File: src/design/kcs_pkg.sv
`default_nettype none

package kcs_pkg;

  localparam int ALPHA_SIZE = 33;
  localparam int ALPHA_AW   = $clog2(ALPHA_SIZE);
  localparam int ALPHA_CW   = $clog2(ALPHA_SIZE + 1);

  localparam logic [ALPHA_CW-1:0] ALPHA_N    = ALPHA_CW'(ALPHA_SIZE);
  localparam logic [ALPHA_AW-1:0] ALPHA_LAST = ALPHA_AW'(ALPHA_SIZE - 1);

  localparam logic [1:0] KIND_CLEAR   = 2'd0;
  localparam logic [1:0] KIND_APPEND  = 2'd1;
  localparam logic [1:0] KIND_ENCRYPT = 2'd2;

  localparam logic [1:0] STAT_OK      = 2'd0;
  localparam logic [1:0] STAT_REPEAT  = 2'd1;
  localparam logic [1:0] STAT_TOOLONG = 2'd2;
  localparam logic [1:0] STAT_INVALID = 2'd3;

  localparam logic [7:0] LETTER_YO    = 8'hB8;
  localparam logic [7:0] LETTER_FIRST = 8'hE0;
  localparam logic [7:0] LETTER_ZHE   = 8'hE6;

  typedef enum logic [2:0] {
    ST_IDLE,
    ST_SCAN_RD,
    ST_SCAN_CMP,
    ST_BUILD,
    ST_ADDR,
    ST_LOOK
  } top_state_t;

  typedef enum logic [2:0] {
    BLD_IDLE,
    BLD_RD,
    BLD_WR,
    BLD_FILL,
    BLD_DONE
  } bld_state_t;

  typedef struct packed {
    logic                start;
    logic [ALPHA_CW-1:0] count;
    logic [ALPHA_AW-1:0] shift_mod;
  } bld_ctl_t;

  typedef struct packed {
    logic busy;
    logic done;
  } bld_sts_t;

  function automatic logic is_letter(input logic [7:0] c);
    return (c == LETTER_YO) || (c >= LETTER_FIRST);
  endfunction

  // position in alphabet order, yo sits after the sixth letter
  function automatic logic [ALPHA_AW-1:0] pos_of(input logic [7:0] c);
    logic [7:0] p;
    if (c == LETTER_YO) begin
      p = 8'd6;
    end else if (c < LETTER_ZHE) begin
      p = c - LETTER_FIRST;
    end else begin
      p = c - LETTER_ZHE + 8'd7;
    end
    return p[ALPHA_AW-1:0];
  endfunction

  // rank by byte value, yo first
  function automatic logic [ALPHA_AW-1:0] rank_of(input logic [7:0] c);
    logic [7:0] r;
    if (c == LETTER_YO) begin
      r = 8'd0;
    end else begin
      r = c - LETTER_FIRST + 8'd1;
    end
    return r[ALPHA_AW-1:0];
  endfunction

  function automatic logic [7:0] letter_by_rank(input logic [ALPHA_CW-1:0] r);
    logic [7:0] c;
    if (r == '0) begin
      c = LETTER_YO;
    end else begin
      c = LETTER_FIRST + 8'(r) - 8'd1;
    end
    return c;
  endfunction

endpackage

`default_nettype wire

File: src/design/keyword_shift_substitution_cipher_core.sv
`default_nettype none

// Keyword Caesar substitution over the 33 lower-case Cyrillic letters of code page
// 1251 (0xB8 and 0xE0-0xFF). in_tuser selects the operation: clear keyword, append
// keyword byte, or encrypt text byte; the result word echoes the input byte (or its
// cipher letter) with a status code. Clear, unused kinds, appends that are refused or
// go to an empty keyword, and encrypts that need no table read (non-letter, invalid
// or empty keyword) are answered straight from the idle state. Any other append
// compares the byte against every byte held, a read then a compare on the keyword
// store for each, and ends early on a repeat. An encrypt of a letter with the table
// in place goes through the registered read of the table memory. The first letter
// encrypt after a keyword change or a shift write rebuilds the table first: a read
// of the keyword store then a write of the table for each keyword byte, then a
// scan of the alphabet for the free letters, then it closes the build and addresses
// the table. The block takes no word while working, and a new word only when the
// output register is empty or being emptied in the same cycle.

module keyword_shift_substitution_cipher_core
  import kcs_pkg::*;
(
  input  wire logic       clk,
  input  wire logic       rst_n,
  input  wire logic       cfg_we,
  input  wire logic [5:0] cfg_wdata,  // shift
  input  wire logic       in_tvalid,
  output logic            in_tready,
  input  wire logic [7:0] in_tdata,   // data
  input  wire logic [1:0] in_tuser,   // kind
  output logic            out_tvalid,
  input  wire logic       out_tready,
  output logic      [7:0] out_tdata,  // out_byte
  output logic      [1:0] out_tuser   // status
);

  top_state_t          state_r, state_nxt;
  logic [5:0]          shift_r, shift_nxt;
  logic [ALPHA_CW-1:0] count_r, count_nxt;
  logic [ALPHA_CW-1:0] scan_r, scan_nxt;
  logic                built_r, built_nxt;
  logic                invalid_r, invalid_nxt;
  logic [7:0]          data_r, data_nxt;
  logic                out_valid_r, out_valid_nxt;
  logic [7:0]          out_data_r, out_data_nxt;
  logic [1:0]          out_stat_r, out_stat_nxt;

  logic                accept;
  logic                st_we;
  logic [7:0]          st_wdata;
  logic [7:0]          st_rdata;
  logic [ALPHA_AW-1:0] st_raddr;
  logic [ALPHA_AW-1:0] bld_raddr;
  logic                tbl_we;
  logic [ALPHA_AW-1:0] tbl_waddr;
  logic [7:0]          tbl_wdata;
  logic [ALPHA_AW-1:0] tbl_raddr;
  logic [7:0]          tbl_rdata;
  logic                bld_start;
  bld_ctl_t            bld_ctl;
  bld_sts_t            bld_sts;

  assign in_tready  = (state_r == ST_IDLE) && (!out_valid_r || out_tready);
  assign accept     = in_tvalid && in_tready;
  assign out_tvalid = out_valid_r;
  assign out_tdata  = out_data_r;
  assign out_tuser  = out_stat_r;
  assign tbl_raddr  = (state_r == ST_IDLE) ? pos_of(in_tdata) : pos_of(data_r);
  assign st_raddr   = (state_r == ST_BUILD) ? bld_raddr : scan_r[ALPHA_AW-1:0];
  assign st_wdata   = (state_r == ST_IDLE) ? in_tdata : data_r;

  assign bld_ctl.start     = bld_start;
  assign bld_ctl.count     = count_r;
  assign bld_ctl.shift_mod = (shift_r >= 6'(ALPHA_SIZE)) ? shift_r - 6'(ALPHA_SIZE)
                                                          : shift_r;

  kcs_ram #(.WIDTH(8), .DEPTH(ALPHA_SIZE)) u_store (
    .clk   (clk),
    .we    (st_we),
    .waddr (count_r[ALPHA_AW-1:0]),
    .wdata (st_wdata),
    .raddr (st_raddr),
    .rdata (st_rdata)
  );

  kcs_ram #(.WIDTH(8), .DEPTH(ALPHA_SIZE)) u_table (
    .clk   (clk),
    .we    (tbl_we),
    .waddr (tbl_waddr),
    .wdata (tbl_wdata),
    .raddr (tbl_raddr),
    .rdata (tbl_rdata)
  );

  kcs_table_build u_build (
    .clk         (clk),
    .rst_n       (rst_n),
    .ctl         (bld_ctl),
    .store_rdata (st_rdata),
    .store_raddr (bld_raddr),
    .tbl_we      (tbl_we),
    .tbl_waddr   (tbl_waddr),
    .tbl_wdata   (tbl_wdata),
    .sts         (bld_sts)
  );

  always_ff @(posedge clk) begin
    if (!rst_n) begin
      state_r     <= ST_IDLE;
      shift_r     <= '0;
      count_r     <= '0;
      built_r     <= 1'b0;
      invalid_r   <= 1'b0;
      out_valid_r <= 1'b0;
    end else begin
      state_r     <= state_nxt;
      shift_r     <= shift_nxt;
      count_r     <= count_nxt;
      built_r     <= built_nxt;
      invalid_r   <= invalid_nxt;
      out_valid_r <= out_valid_nxt;
    end
  end

  always_ff @(posedge clk) begin
    data_r     <= data_nxt;
    scan_r     <= scan_nxt;
    out_data_r <= out_data_nxt;
    out_stat_r <= out_stat_nxt;
  end

  always_comb begin
    state_nxt     = state_r;
    shift_nxt     = shift_r;
    count_nxt     = count_r;
    scan_nxt      = scan_r;
    built_nxt     = built_r;
    invalid_nxt   = invalid_r;
    data_nxt      = data_r;
    out_valid_nxt = out_valid_r && !out_tready;
    out_data_nxt  = out_data_r;
    out_stat_nxt  = out_stat_r;
    st_we         = 1'b0;
    bld_start     = 1'b0;

    if (cfg_we) begin
      shift_nxt = cfg_wdata;
      built_nxt = 1'b0;
    end

    case (state_r)
      ST_IDLE: begin
        if (accept) begin
          data_nxt      = in_tdata;
          out_valid_nxt = 1'b1;
          out_data_nxt  = in_tdata;
          out_stat_nxt  = STAT_OK;
          case (in_tuser)
            KIND_CLEAR: begin
              count_nxt   = '0;
              invalid_nxt = 1'b0;
              built_nxt   = 1'b0;
            end
            KIND_APPEND: begin
              if (invalid_r) begin
                out_stat_nxt = STAT_INVALID;
              end else if (count_r == ALPHA_N) begin
                invalid_nxt  = 1'b1;
                out_stat_nxt = STAT_TOOLONG;
              end else if (count_r == '0) begin
                st_we     = 1'b1;
                count_nxt = count_r + 1'b1;
                built_nxt = 1'b0;
              end else begin
                out_valid_nxt = 1'b0;
                scan_nxt      = '0;
                state_nxt     = ST_SCAN_RD;
              end
            end
            KIND_ENCRYPT: begin
              if (invalid_r) begin
                out_stat_nxt = STAT_INVALID;
              end else if (count_r != '0 && is_letter(in_tdata)) begin
                out_valid_nxt = 1'b0;
                if (built_r) begin
                  state_nxt = ST_LOOK;
                end else begin
                  bld_start = 1'b1;
                  state_nxt = ST_BUILD;
                end
              end
            end
            default: begin
            end
          endcase
        end
      end
      // repeat check against the stored keyword bytes
      ST_SCAN_RD: begin
        state_nxt = ST_SCAN_CMP;
      end
      ST_SCAN_CMP: begin
        if (st_rdata == data_r) begin
          invalid_nxt   = 1'b1;
          out_valid_nxt = 1'b1;
          out_data_nxt  = data_r;
          out_stat_nxt  = STAT_REPEAT;
          state_nxt     = ST_IDLE;
        end else if (scan_r + 1'b1 == count_r) begin
          st_we         = 1'b1;
          count_nxt     = count_r + 1'b1;
          built_nxt     = 1'b0;
          out_valid_nxt = 1'b1;
          out_data_nxt  = data_r;
          out_stat_nxt  = STAT_OK;
          state_nxt     = ST_IDLE;
        end else begin
          scan_nxt  = scan_r + 1'b1;
          state_nxt = ST_SCAN_RD;
        end
      end
      ST_BUILD: begin
        if (bld_sts.done) begin
          built_nxt = 1'b1;
          state_nxt = ST_ADDR;
        end
      end
      ST_ADDR: begin
        state_nxt = ST_LOOK;
      end
      ST_LOOK: begin
        out_valid_nxt = 1'b1;
        out_data_nxt  = tbl_rdata;
        out_stat_nxt  = STAT_OK;
        state_nxt     = ST_IDLE;
      end
      default: begin
        state_nxt = ST_IDLE;
      end
    endcase
  end

`ifndef SYNTHESIS
  a_count_bound: assert property (@(posedge clk) disable iff (!rst_n)
    count_r <= ALPHA_N)
    else $error("keyword count past alphabet size");

  a_build_marks: assert property (@(posedge clk) disable iff (!rst_n)
    (state_r == ST_BUILD && bld_sts.done) |=> built_r)
    else $error("table not marked built after build");

  a_no_out_busy: assert property (@(posedge clk) disable iff (!rst_n)
    (state_r != ST_IDLE) |-> !out_valid_r)
    else $error("result pending while table work in progress");

  a_invalid_stat: assert property (@(posedge clk) disable iff (!rst_n)
    (out_valid_r && out_stat_r == STAT_INVALID) |-> invalid_r)
    else $error("invalid status without invalid keyword");

  a_build_idle: assert property (@(posedge clk) disable iff (!rst_n)
    (state_r == ST_IDLE) |-> !bld_sts.busy)
    else $error("builder busy while core idle");
`endif

endmodule

`default_nettype wire

File: src/design/kcs_ram.sv
`default_nettype none

module kcs_ram #(
  parameter int WIDTH = 8,
  parameter int DEPTH = 33
) (
  input  wire logic                     clk,
  input  wire logic                     we,
  input  wire logic [$clog2(DEPTH)-1:0] waddr,
  input  wire logic [WIDTH-1:0]         wdata,
  input  wire logic [$clog2(DEPTH)-1:0] raddr,
  output logic      [WIDTH-1:0]         rdata
);

  logic [WIDTH-1:0] mem_r [DEPTH];

  always_ff @(posedge clk) begin
    if (we) begin
      mem_r[waddr] <= wdata;
    end
    rdata <= mem_r[raddr];
  end

endmodule

`default_nettype wire

File: src/design/kcs_table_build.sv
`default_nettype none

module kcs_table_build
  import kcs_pkg::*;
(
  input  wire logic                clk,
  input  wire logic                rst_n,
  input  wire bld_ctl_t            ctl,
  input  wire logic [7:0]          store_rdata,
  output logic      [ALPHA_AW-1:0] store_raddr,
  output logic                     tbl_we,
  output logic      [ALPHA_AW-1:0] tbl_waddr,
  output logic      [7:0]          tbl_wdata,
  output bld_sts_t                 sts
);

  bld_state_t            state_r, state_nxt;
  logic [ALPHA_CW-1:0]   k_r, k_nxt;
  logic [ALPHA_AW-1:0]   pos_r, pos_nxt;
  logic [ALPHA_CW-1:0]   rank_r, rank_nxt;
  logic [ALPHA_SIZE-1:0] used_r, used_nxt;
  logic [ALPHA_AW-1:0]   pos_inc;

  assign pos_inc     = (pos_r == ALPHA_LAST) ? '0 : pos_r + 1'b1;
  assign store_raddr = k_r[ALPHA_AW-1:0];

  always_ff @(posedge clk) begin
    if (!rst_n) begin
      state_r <= BLD_IDLE;
    end else begin
      state_r <= state_nxt;
    end
  end

  always_ff @(posedge clk) begin
    k_r    <= k_nxt;
    pos_r  <= pos_nxt;
    rank_r <= rank_nxt;
    used_r <= used_nxt;
  end

  always_comb begin
    state_nxt = state_r;
    k_nxt     = k_r;
    pos_nxt   = pos_r;
    rank_nxt  = rank_r;
    used_nxt  = used_r;
    tbl_we    = 1'b0;
    tbl_waddr = pos_r;
    tbl_wdata = store_rdata;
    sts.busy  = (state_r != BLD_IDLE);
    sts.done  = 1'b0;
    case (state_r)
      BLD_IDLE: begin
        if (ctl.start) begin
          k_nxt     = '0;
          pos_nxt   = ctl.shift_mod;
          rank_nxt  = '0;
          used_nxt  = '0;
          state_nxt = BLD_RD;
        end
      end
      BLD_RD: begin
        state_nxt = BLD_WR;
      end
      // keyword pass: each stored byte is read, then written to the table
      BLD_WR: begin
        tbl_we  = 1'b1;
        k_nxt   = k_r + 1'b1;
        pos_nxt = pos_inc;
        if (is_letter(store_rdata)) begin
          used_nxt[rank_of(store_rdata)] = 1'b1;
        end
        state_nxt = (k_nxt == ctl.count) ? BLD_FILL : BLD_RD;
      end
      // scan the alphabet by byte value for the free letters
      BLD_FILL: begin
        if (k_r == ALPHA_N) begin
          state_nxt = BLD_DONE;
        end else begin
          rank_nxt = rank_r + 1'b1;
          if (!used_r[rank_r[ALPHA_AW-1:0]]) begin
            tbl_we    = 1'b1;
            tbl_wdata = letter_by_rank(rank_r);
            k_nxt     = k_r + 1'b1;
            pos_nxt   = pos_inc;
          end
        end
      end
      BLD_DONE: begin
        sts.done  = 1'b1;
        state_nxt = BLD_IDLE;
      end
      default: begin
        state_nxt = BLD_IDLE;
      end
    endcase
  end

endmodule

`default_nettype wire
File: config.mk
export PLATFORM = sky130hd
export DESIGN_NAME = keyword_shift_substitution_cipher_core
export DESIGN_NICKNAME = d
export VERILOG_FILES = /design/src/design/kcs_pkg.sv /design/src/design/keyword_shift_substitution_cipher_core.sv /design/src/design/kcs_ram.sv /design/src/design/kcs_table_build.sv
export SDC_FILE = /design/constraint.sdc
export NUM_CORES = 1
export LEC_CHECK = 0
export BUFFER_PORTS_ARGS = -buffer_cell sky130_fd_sc_hd__buf_2
export CAP_MARGIN = 5
export CORE_MARGIN = 1
export CORE_UTILIZATION = 45
export CTS_CLUSTER_SIZE = 24
export DETAILED_ROUTE_END_ITERATION = 7
export PLACE_DENSITY_LB_ADDON = 0.08
export REMOVE_ABC_BUFFERS = 1
export SLEW_MARGIN = 20
export SYNTH_ARGS = -nofsm -noshare
export SYNTH_HDL_FRONTEND = slang
export SYNTH_HIERARCHICAL = 1
export SYNTH_SLANG_ARGS = --single-unit
File: constraint.sdc
create_clock -name clk -period 12.85 [get_ports clk]
set_clock_uncertainty 0.15 [all_clocks]
set_input_delay 0.6425 -clock clk [delete_from_list [all_inputs] [get_ports clk]]
set_output_delay 0.6425 -clock clk [all_outputs]
set_load 0.02 [all_outputs]
==> results of run 1 <==
## placed cells by master, fill, tap and decap left out, types with 7 or more instances in the layout
cell	synthesis	final
sky130_fd_sc_hd__a21oi_1	92	92
sky130_fd_sc_hd__a221oi_1	16	16
sky130_fd_sc_hd__a221oi_2	18	18
sky130_fd_sc_hd__a22o_1	33	33
sky130_fd_sc_hd__a22oi_1	70	70
sky130_fd_sc_hd__and3_1	8	8
sky130_fd_sc_hd__buf_2	7	32
sky130_fd_sc_hd__buf_4	16	31
sky130_fd_sc_hd__clkbuf_1	61	22
sky130_fd_sc_hd__clkbuf_16	0	71
sky130_fd_sc_hd__clkbuf_8	0	7
sky130_fd_sc_hd__clkinv_1	0	7
sky130_fd_sc_hd__dfxtp_1	37	37
sky130_fd_sc_hd__edfxtp_1	603	603
sky130_fd_sc_hd__ha_1	22	22
sky130_fd_sc_hd__inv_1	39	39
sky130_fd_sc_hd__mux2_2	11	10
sky130_fd_sc_hd__mux2i_1	269	268
sky130_fd_sc_hd__nand2_1	101	101
sky130_fd_sc_hd__nand2b_1	18	18
sky130_fd_sc_hd__nand3_1	28	28
sky130_fd_sc_hd__nand4_1	14	14
sky130_fd_sc_hd__nor2_1	144	142
sky130_fd_sc_hd__nor2b_1	22	18
sky130_fd_sc_hd__nor3_1	18	16
sky130_fd_sc_hd__nor4_1	8	8
sky130_fd_sc_hd__o21a_1	8	8
sky130_fd_sc_hd__o21ai_0	42	38
sky130_fd_sc_hd__o22ai_1	32	29
sky130_fd_sc_hd__o41ai_2	16	16
sky130_fd_sc_hd__xnor2_1	22	22
sky130_fd_sc_hd__xor2_1	31	31
## worst paths after layout
path	from	endpoint	slack, ns	cells after the start
worst max-delay path	u_build/rank_r[0]	u_table/mem_r[4][1]	7.98	8
worst max register to register	u_build/rank_r[0]	u_table/mem_r[4][1]	7.98	8
worst min-delay path	in_tdata[6]	data_r[6]	0.15	1
worst min register to register	u_store/mem_r[32][1]	u_store/rdata[1]	0.29	2
## cells in the mapped netlist (16+ instances only)
library cell,count
sky130_fd_sc_hd__xnor2_1,22
sky130_fd_sc_hd__ha_1,22
sky130_fd_sc_hd__dfxtp_1,37
sky130_fd_sc_hd__nor3_1,18
sky130_fd_sc_hd__nor2_1,144
sky130_fd_sc_hd__a21oi_1,92
sky130_fd_sc_hd__a221oi_1,16
sky130_fd_sc_hd__mux2i_1,269
sky130_fd_sc_hd__nand2b_1,18
sky130_fd_sc_hd__clkbuf_1,61
sky130_fd_sc_hd__nor2b_1,22
sky130_fd_sc_hd__buf_4,16
sky130_fd_sc_hd__nand2_1,101
sky130_fd_sc_hd__edfxtp_1,603
sky130_fd_sc_hd__inv_1,39
sky130_fd_sc_hd__xor2_1,31
sky130_fd_sc_hd__nand3_1,28
sky130_fd_sc_hd__o21ai_0,42
sky130_fd_sc_hd__o22ai_1,32
sky130_fd_sc_hd__a22o_1,33
sky130_fd_sc_hd__a22oi_1,70
sky130_fd_sc_hd__o41ai_2,16
sky130_fd_sc_hd__a221oi_2,18
## critical path, cell delays in order, from the launching register on
cell                        delay [ns]
sky130_fd_sc_hd__edfxtp_1         0.84
sky130_fd_sc_hd__mux4_2           0.60
sky130_fd_sc_hd__a22oi_1          0.20
sky130_fd_sc_hd__nand4_1          0.16
sky130_fd_sc_hd__o2bb2ai_2        0.26
sky130_fd_sc_hd__o21ai_0          0.81
sky130_fd_sc_hd__nor4b_1          0.62
sky130_fd_sc_hd__nand2b_1         0.24
sky130_fd_sc_hd__nor2_1           0.61
## cell families after synthesis
family / synth area share, %
adders and majority gates: 0.983
buffers and inverters: 2.85
AOI/OAI and AO/OA: 9.78
xor gates and xnor gates: 1.74
muxes: 10.5
and+or+nand+nor: 6.76
DFF: 67.3
## flip-flops by register name (all words and copies together), names as in the netlist, 3 cells and up
signal / cells
u_table/rdata: 8
scan_r: 6
u_build/rank_r: 6
u_table/mem_r: 264
data_r: 8
u_build/state_r: 3
u_build/used_r: 33
count_r: 6
out_tdata: 8
u_store/mem_r: 264
u_build/tbl_waddr: 6
shift_r: 6
state_r: 3
u_build/store_raddr: 6
u_store/rdata: 8
## power breakdown
part	leakage, nW	switching [mW]	internal [mW]
clock	1.11	0.808	1.19
combinational	4.03	0.202	0.105
sequential	5.75	0.0170	2.30
## metal layers
layer,global-route usage (%),vias to the layer above,share of wire (%)
met5,0,-,0.095
met4,7.21,10,2.9
met3,3.87,121,4.3
met2,36.8,359,50
met1,27.9,8078,43
li1,-,7493,-
## area by class of cell
cell class | count | area (um^2) | area share [%]
sequential | 640 | 18800 | 60.3
multi-input combinational | 1128 | 8480 | 27.1
clock buffer | 100 | 1960 | 6.26
tap | 837 | 1050 | 3.35
timing repair buffer | 65 | 435 | 1.39
clock inverter | 26 | 338 | 1.08
inverter | 40 | 150 | 0.480
## per-stage QoR
| stage | power, mW | instances | util [%] |
|---|---|---|---|
| 2_1_floorplan | 2.60 | 1808 | - |
| 3_3_place_gp | 2.67 | 2708 | 46.9 |
| 3_5_place_dp | 2.67 | 2708 | 47.0 |
| 4_1_cts | 4.67 | 2834 | 50.7 |
| 5_1_grt | 4.77 | 2836 | 50.7 |
| 6_report | 4.62 | 2836 | 50.7 |
==> metrics.log, run 1 <==
[metrics] run status: finished clean
[metrics] global-route wire length before repair: 102000 um
[metrics] Max-Cap Viols: 0
[metrics] number of nets in the layout: 1988
[metrics] maximum resistive drop on vdd: roughly 0.11 mV
[metrics] worst setup slack before clock tree synthesis: 7.98 ns
[metrics] vias post-DR: 16100
[metrics] drt first pass iters: 6
[metrics] Top FF cell, synth: sky130_fd_sc_hd__edfxtp_1
[metrics] Detailed Place HPWL: 42400 um
[metrics] placed inst area: 28900 um^2
[metrics] Synth area leaders: sky130_fd_sc_hd__edfxtp_1, sky130_fd_sc_hd__mux2i_1, sky130_fd_sc_hd__dfxtp_1
[metrics] Min Hold Slack: 0.151 ns
[metrics] Resized cells post-CTS: 0
[metrics] clock root cell: sky130_fd_sc_hd__clkbuf_16
[metrics] Clock Latency Late Sink: 0.61 ns
[metrics] number of H-tree branching levels: 3
[metrics] final setup violation count: 0
[metrics] standard-cell row count: 91
[metrics] clock sink total: 640
[metrics] final estimated routing congestion in global placement: 0.826
[metrics] Horiz. Die Dim: 251 um
[metrics] shortest clock period the worst path allows after layout: between 4 and 5 ns
[metrics] cell taking the most area after synthesis: sky130_fd_sc_hd__edfxtp_1
[metrics] number of vias per cell after detailed routing: ~5.7
[metrics] setup repair after global routing missed its margin: false
[metrics] synthesized area: 28000 um^2
[metrics] required time of the critical path: 12.93 ns
[metrics] Floorplan Core Area: 61600 um^2
[metrics] final total negative setup slack: 0 ns
[metrics] via count of the first global-routing pass: 16200
[metrics] Gate Count Post-Synth: between 1500 and 2000
[metrics] startpoint-to-endpoint class of the critical path: reg2reg
[metrics] pin count of the biggest net entering global routing: 81
[metrics] Detail Route Antenna Nets: 0
[metrics] max-slew violation count: 0
[metrics] type of destination of the critical path: flip-flop
[metrics] grt total ovfl: 0
[metrics] Die Area: 63200 um^2
[metrics] power per cell area: ~150 nW/um^2
[metrics] initial antenna violation count: 6
[metrics] synthesized area per cell: 14.6 um^2
[metrics] Fin. Hold Viols: 0
[metrics] share of final-layout standard cells stronger than drive strength 1: 12.3%
[metrics] 1st-iter DRT viols: 1143
[metrics] Die Ht: 251 um
[metrics] buffer count from post-CTS setup fixing: 0
[metrics] number of distinct library cell variants in the gate-level netlist after synthesis: 79
[metrics] Syn-to-layout area delta: 11.7%
[metrics] initial cell density of the core: 45.4%
[metrics] routed length per placed instance: 23.8 um
[metrics] reported leakage power: ~11 nW
[metrics] Clock transition at path regs: about 0.06 ns
[metrics] total wirelength of the detailed-routed design: 67500 um
[metrics] final cycle utilization of the critical path: 37.9%
[metrics] startpoint kind of the worst setup timing path: flip-flop
[metrics] fraction of post-synthesis cell area in the top cell type by area: 64.7%
[metrics] maximum clock insertion buffer count: 3
[metrics] post-layout instance area: 31300 um^2
[metrics] # fillers: 5193
[metrics] slew margin rel.: between 20% and 30%
[metrics] share of the yosys chip area belonging to registers: 67.3%
[metrics] diode insertion count for antenna repair: 0
[metrics] CP arrival: approximately 5.0 ns
[metrics] number of enable flip-flop cells after synthesis: 603
[metrics] Synth async-reset ratio: 0%
[metrics] cts hold-fix bufs: 0
[metrics] total routing resource utilization after global routing: 21.6%
[metrics] Seq cells post-synth: 640
[metrics] # IOs: 33
[metrics] top fanout value on the critical path: 16
[metrics] clock tree from TritonCTS: done
[metrics] total clock buffers created by CTS: 70
[metrics] post-layout worst setup margin: 7.98 ns
[metrics] Worst Hold Class: in2reg
[metrics] Remaining DRCs: 0
[metrics] worst slew pin tran: 1.07 ns
[metrics] achievable frequency: ~200 MHz
[metrics] number of warnings reported in the yosys synthesis log: 6
[metrics] Port-buffer cells: 32
(Power assumes the default switching activity.)
==> run 2, diff against run 1 <==
==> constraint.sdc (replaced) <==
create_clock -name clk -period 4.6 [get_ports clk]
set_clock_uncertainty 0.15 [all_clocks]
set_input_delay 0.23 -clock clk [delete_from_list [all_inputs] [get_ports clk]]
set_output_delay 0.23 -clock clk [all_outputs]
set_load 0.02 [all_outputs]
==> run 2 against run 1 <==
  * Cell area rose by 2.3%
  * Largest power group unchanged
  * Hold slack worse by 0.011 ns
  * Non-clock buffer count is 90 higher
  * Critical path type unchanged
  * Core utilization up 1.2 points
  * Routed wire length is 2.3% higher
  * Global-route usage up 0.51 points
  * Clock power increased to 2.7 times the previous value
  * Power grew to 2.8 times the previous value
  * Sequential power grew to 2.8 times the previous value
  * First-iteration DRC count grew 14%
==> metrics.log, run 2 (synthesis gave the netlist of run 1 again) <==
[metrics] logic depth of the worst register-to-register path: 12
[metrics] pin count of the biggest net entering global routing: 60
[metrics] # IOs: 33
[metrics] Overall Power: 12.8 mW
[metrics] reported leakage power: 11.3 nW
[metrics] register-to-register path setup slack: 0.54 ns
[metrics] Detailed Place HPWL: 45400 um
[metrics] worst hold path startpoint: in_tuser[1]
[metrics] final setup violation count: 0
[metrics] power per cell area: 400 nW/um^2
[metrics] number of H-tree branching levels: 3
[metrics] initial cell density of the core: between 40% and 50%
[metrics] routed length per placed instance: 23.6 um
[metrics] standard-cell row count: 91
[metrics] Fin. Hold Viols: 0
[metrics] worst setup slack before clock tree synthesis: 0.568 ns
[metrics] Horiz. Die Dim: 251 um
[metrics] worst slew pin tran: 1.03 ns
[metrics] final cycle utilization of the critical path: 88.2%
[metrics] Worst Hold Depth: 5
[metrics] number of nets in the layout: 2079
[metrics] Port-buffer cells: 32
[metrics] slew margin rel.: 31.5%
[metrics] clock sink total: 640
[metrics] total wirelength of the detailed-routed design: 69000 um
[metrics] global-route wire length before repair: around 100000 um
[metrics] startpoint kind of the worst setup timing path: flip-flop
[metrics] share of final-layout standard cells stronger than drive strength 1: 14.5%
[metrics] drt first pass iters: 6
[metrics] terminus of the critical flop-to-flop path: u_table/mem_r[7][7]
[metrics] final estimated routing congestion in global placement: 0.825
[metrics] Floorplan Core Area: 61600 um^2
[metrics] clock tree from TritonCTS: done
[metrics] maximum clock insertion buffer count: 3
[metrics] CP arrival: 4.23 ns
[metrics] Max-Cap Viols: 0
[metrics] setup repair after global routing missed its margin: false
[metrics] max-slew violation count: 0
[metrics] 1st-iter DRT viols: 1304
[metrics] achievable frequency: 246 MHz
[metrics] number of vias per cell after detailed routing: 5.59
[metrics] top fanout value on the critical path: 11
[metrics] post-layout worst setup margin: 0.541 ns
[metrics] maximum resistive drop on vdd: 0.334 mV
[metrics] grt total ovfl: 0
[metrics] Remaining DRCs: 0
[metrics] Detail Route Antenna Nets: 0
[metrics] largest registers: u_store/mem_r x264, u_table/mem_r x264, u_build/used_r x33
[metrics] commonest cells after routing, fill and taps aside: sky130_fd_sc_hd__edfxtp_1, sky130_fd_sc_hd__mux2i_1, sky130_fd_sc_hd__nor2_1
[metrics] startpoint-to-endpoint class of the critical path: reg2reg
[metrics] commonest non-fill, non-tap cell in the layout: sky130_fd_sc_hd__edfxtp_1
[metrics] start of the worst register-to-register path: u_build/rank_r[0]
[metrics] clock root cell: sky130_fd_sc_hd__clkbuf_16
[metrics] required time of the critical path: around 4.8 ns
[metrics] run status: finished clean
[metrics] vias post-DR: between 15000 and 20000
[metrics] Clock transition at path regs: about 0.06 ns
[metrics] buffer count from post-CTS setup fixing: 0
[metrics] total clock buffers created by CTS: 71
[metrics] via count of the first global-routing pass: 16400
[metrics] Min Hold Slack: about 0.14 ns
[metrics] Die Area: 63200 um^2
[metrics] Worst Hold Class: in2reg
[metrics] Syn-to-layout area delta: 14.3%
[metrics] shortest clock period the worst path allows after layout: between 4 and 5 ns
[metrics] Clock Latency Late Sink: 0.61 ns
[metrics] type of destination of the critical path: flip-flop
[metrics] hold endpoint: out_tuser[1]
[metrics] cts hold-fix bufs: 31
[metrics] initial antenna violation count: 4
[metrics] Resized cells post-CTS: 0
[metrics] Die Ht: approximately 250 um
[metrics] total routing resource utilization after global routing: 22.1%
[run 2: cell count changes in the layout (fill, tap and decap cells not counted), moves of 3 or more]
cell and change:
sky130_fd_sc_hd__dlygate4sd3_1 +31, sky130_fd_sc_hd__clkinv_2 +6, sky130_fd_sc_hd__buf_12 +5, sky130_fd_sc_hd__clkbuf_8 -3, sky130_fd_sc_hd__buf_4 +56, sky130_fd_sc_hd__clkinv_8 -4
sky130_fd_sc_hd__inv_6 +3
[run 2: worst max path at each step]
stage | startpoint | endpoint | slack, ns | cells after the start
2_1_floorplan | state_r[2] | u_table/rdata[0] | -7.42 | 8
3_3_place_gp | u_build/rank_r[0] | u_table/mem_r[7][7] | 0.53 | 12
3_5_place_dp | u_build/rank_r[0] | u_table/mem_r[7][7] | 0.57 | 12
4_1_cts | u_build/rank_r[0] | u_table/mem_r[7][7] | 0.54 | 12
5_1_grt | u_build/rank_r[0] | u_table/mem_r[12][5] | 0.30 | 10
6_report | u_build/rank_r[0] | u_table/mem_r[7][7] | 0.54 | 12
[run 2: layer usage]
layer / wire, um / global-route usage, %
met1: 29700 / 29.1
met2: 34900 / 38.1
met3: 2920 / 3.46
met4: 1510 / 6.17
met5: 37 / 0
[run 2: cell type report]
cell class / count / area, um^2
antenna: 1 / 2.50
clock buffer: 98 / 1960
clock inverter: 32 / 273
fill: 5142 / 29600
inverter: 40 / 150
multi-input combinational: 1128 / 8480
sequential: 640 / 18800
tap: 837 / 1050
timing repair buffer: 155 / 1220
[run 2: report_power, final]
group | switching, mW | internal [mW] | total, mW | leakage [nW]
registers | 0.0550 | 6.43 | 6.48 | 5.75
clock network | 2.22 | 3.21 | 5.43 | 1.09
logic | 0.569 | 0.322 | 0.892 | 4.48
total | 2.84 | 9.96 | 12.8 | 11.3
[run 2: worst max-delay path, stage by stage (launching register included)]
cell and delay [ns]:
sky130_fd_sc_hd__edfxtp_1 0.66, sky130_fd_sc_hd__buf_4 0.26, sky130_fd_sc_hd__mux2_2 0.35, sky130_fd_sc_hd__a32oi_1 0.20, sky130_fd_sc_hd__nand4_1 0.15, sky130_fd_sc_hd__o2bb2ai_2 0.27
sky130_fd_sc_hd__o21ai_0 0.44, sky130_fd_sc_hd__buf_4 0.23, sky130_fd_sc_hd__nor4b_1 0.24, sky130_fd_sc_hd__buf_4 0.18, sky130_fd_sc_hd__nand2_1 0.10, sky130_fd_sc_hd__nor2_1 0.33
sky130_fd_sc_hd__buf_4 0.22
[run 2: metrics by stage]
stage / cell area [um^2] / TNS [ns] / utilization [%] / cells
final: 32000 / 0 / 51.9 / 2931
after global routing: 32000 / 0 / 51.9 / 2931
after CTS: 32000 / 0 / 51.9 / 2930
after detailed placement: 29400 / 0 / 47.8 / 2769
after global placement: 29400 / 0 / 47.8 / 2769
after floorplan: 27300 / -60.36 / - / 1808
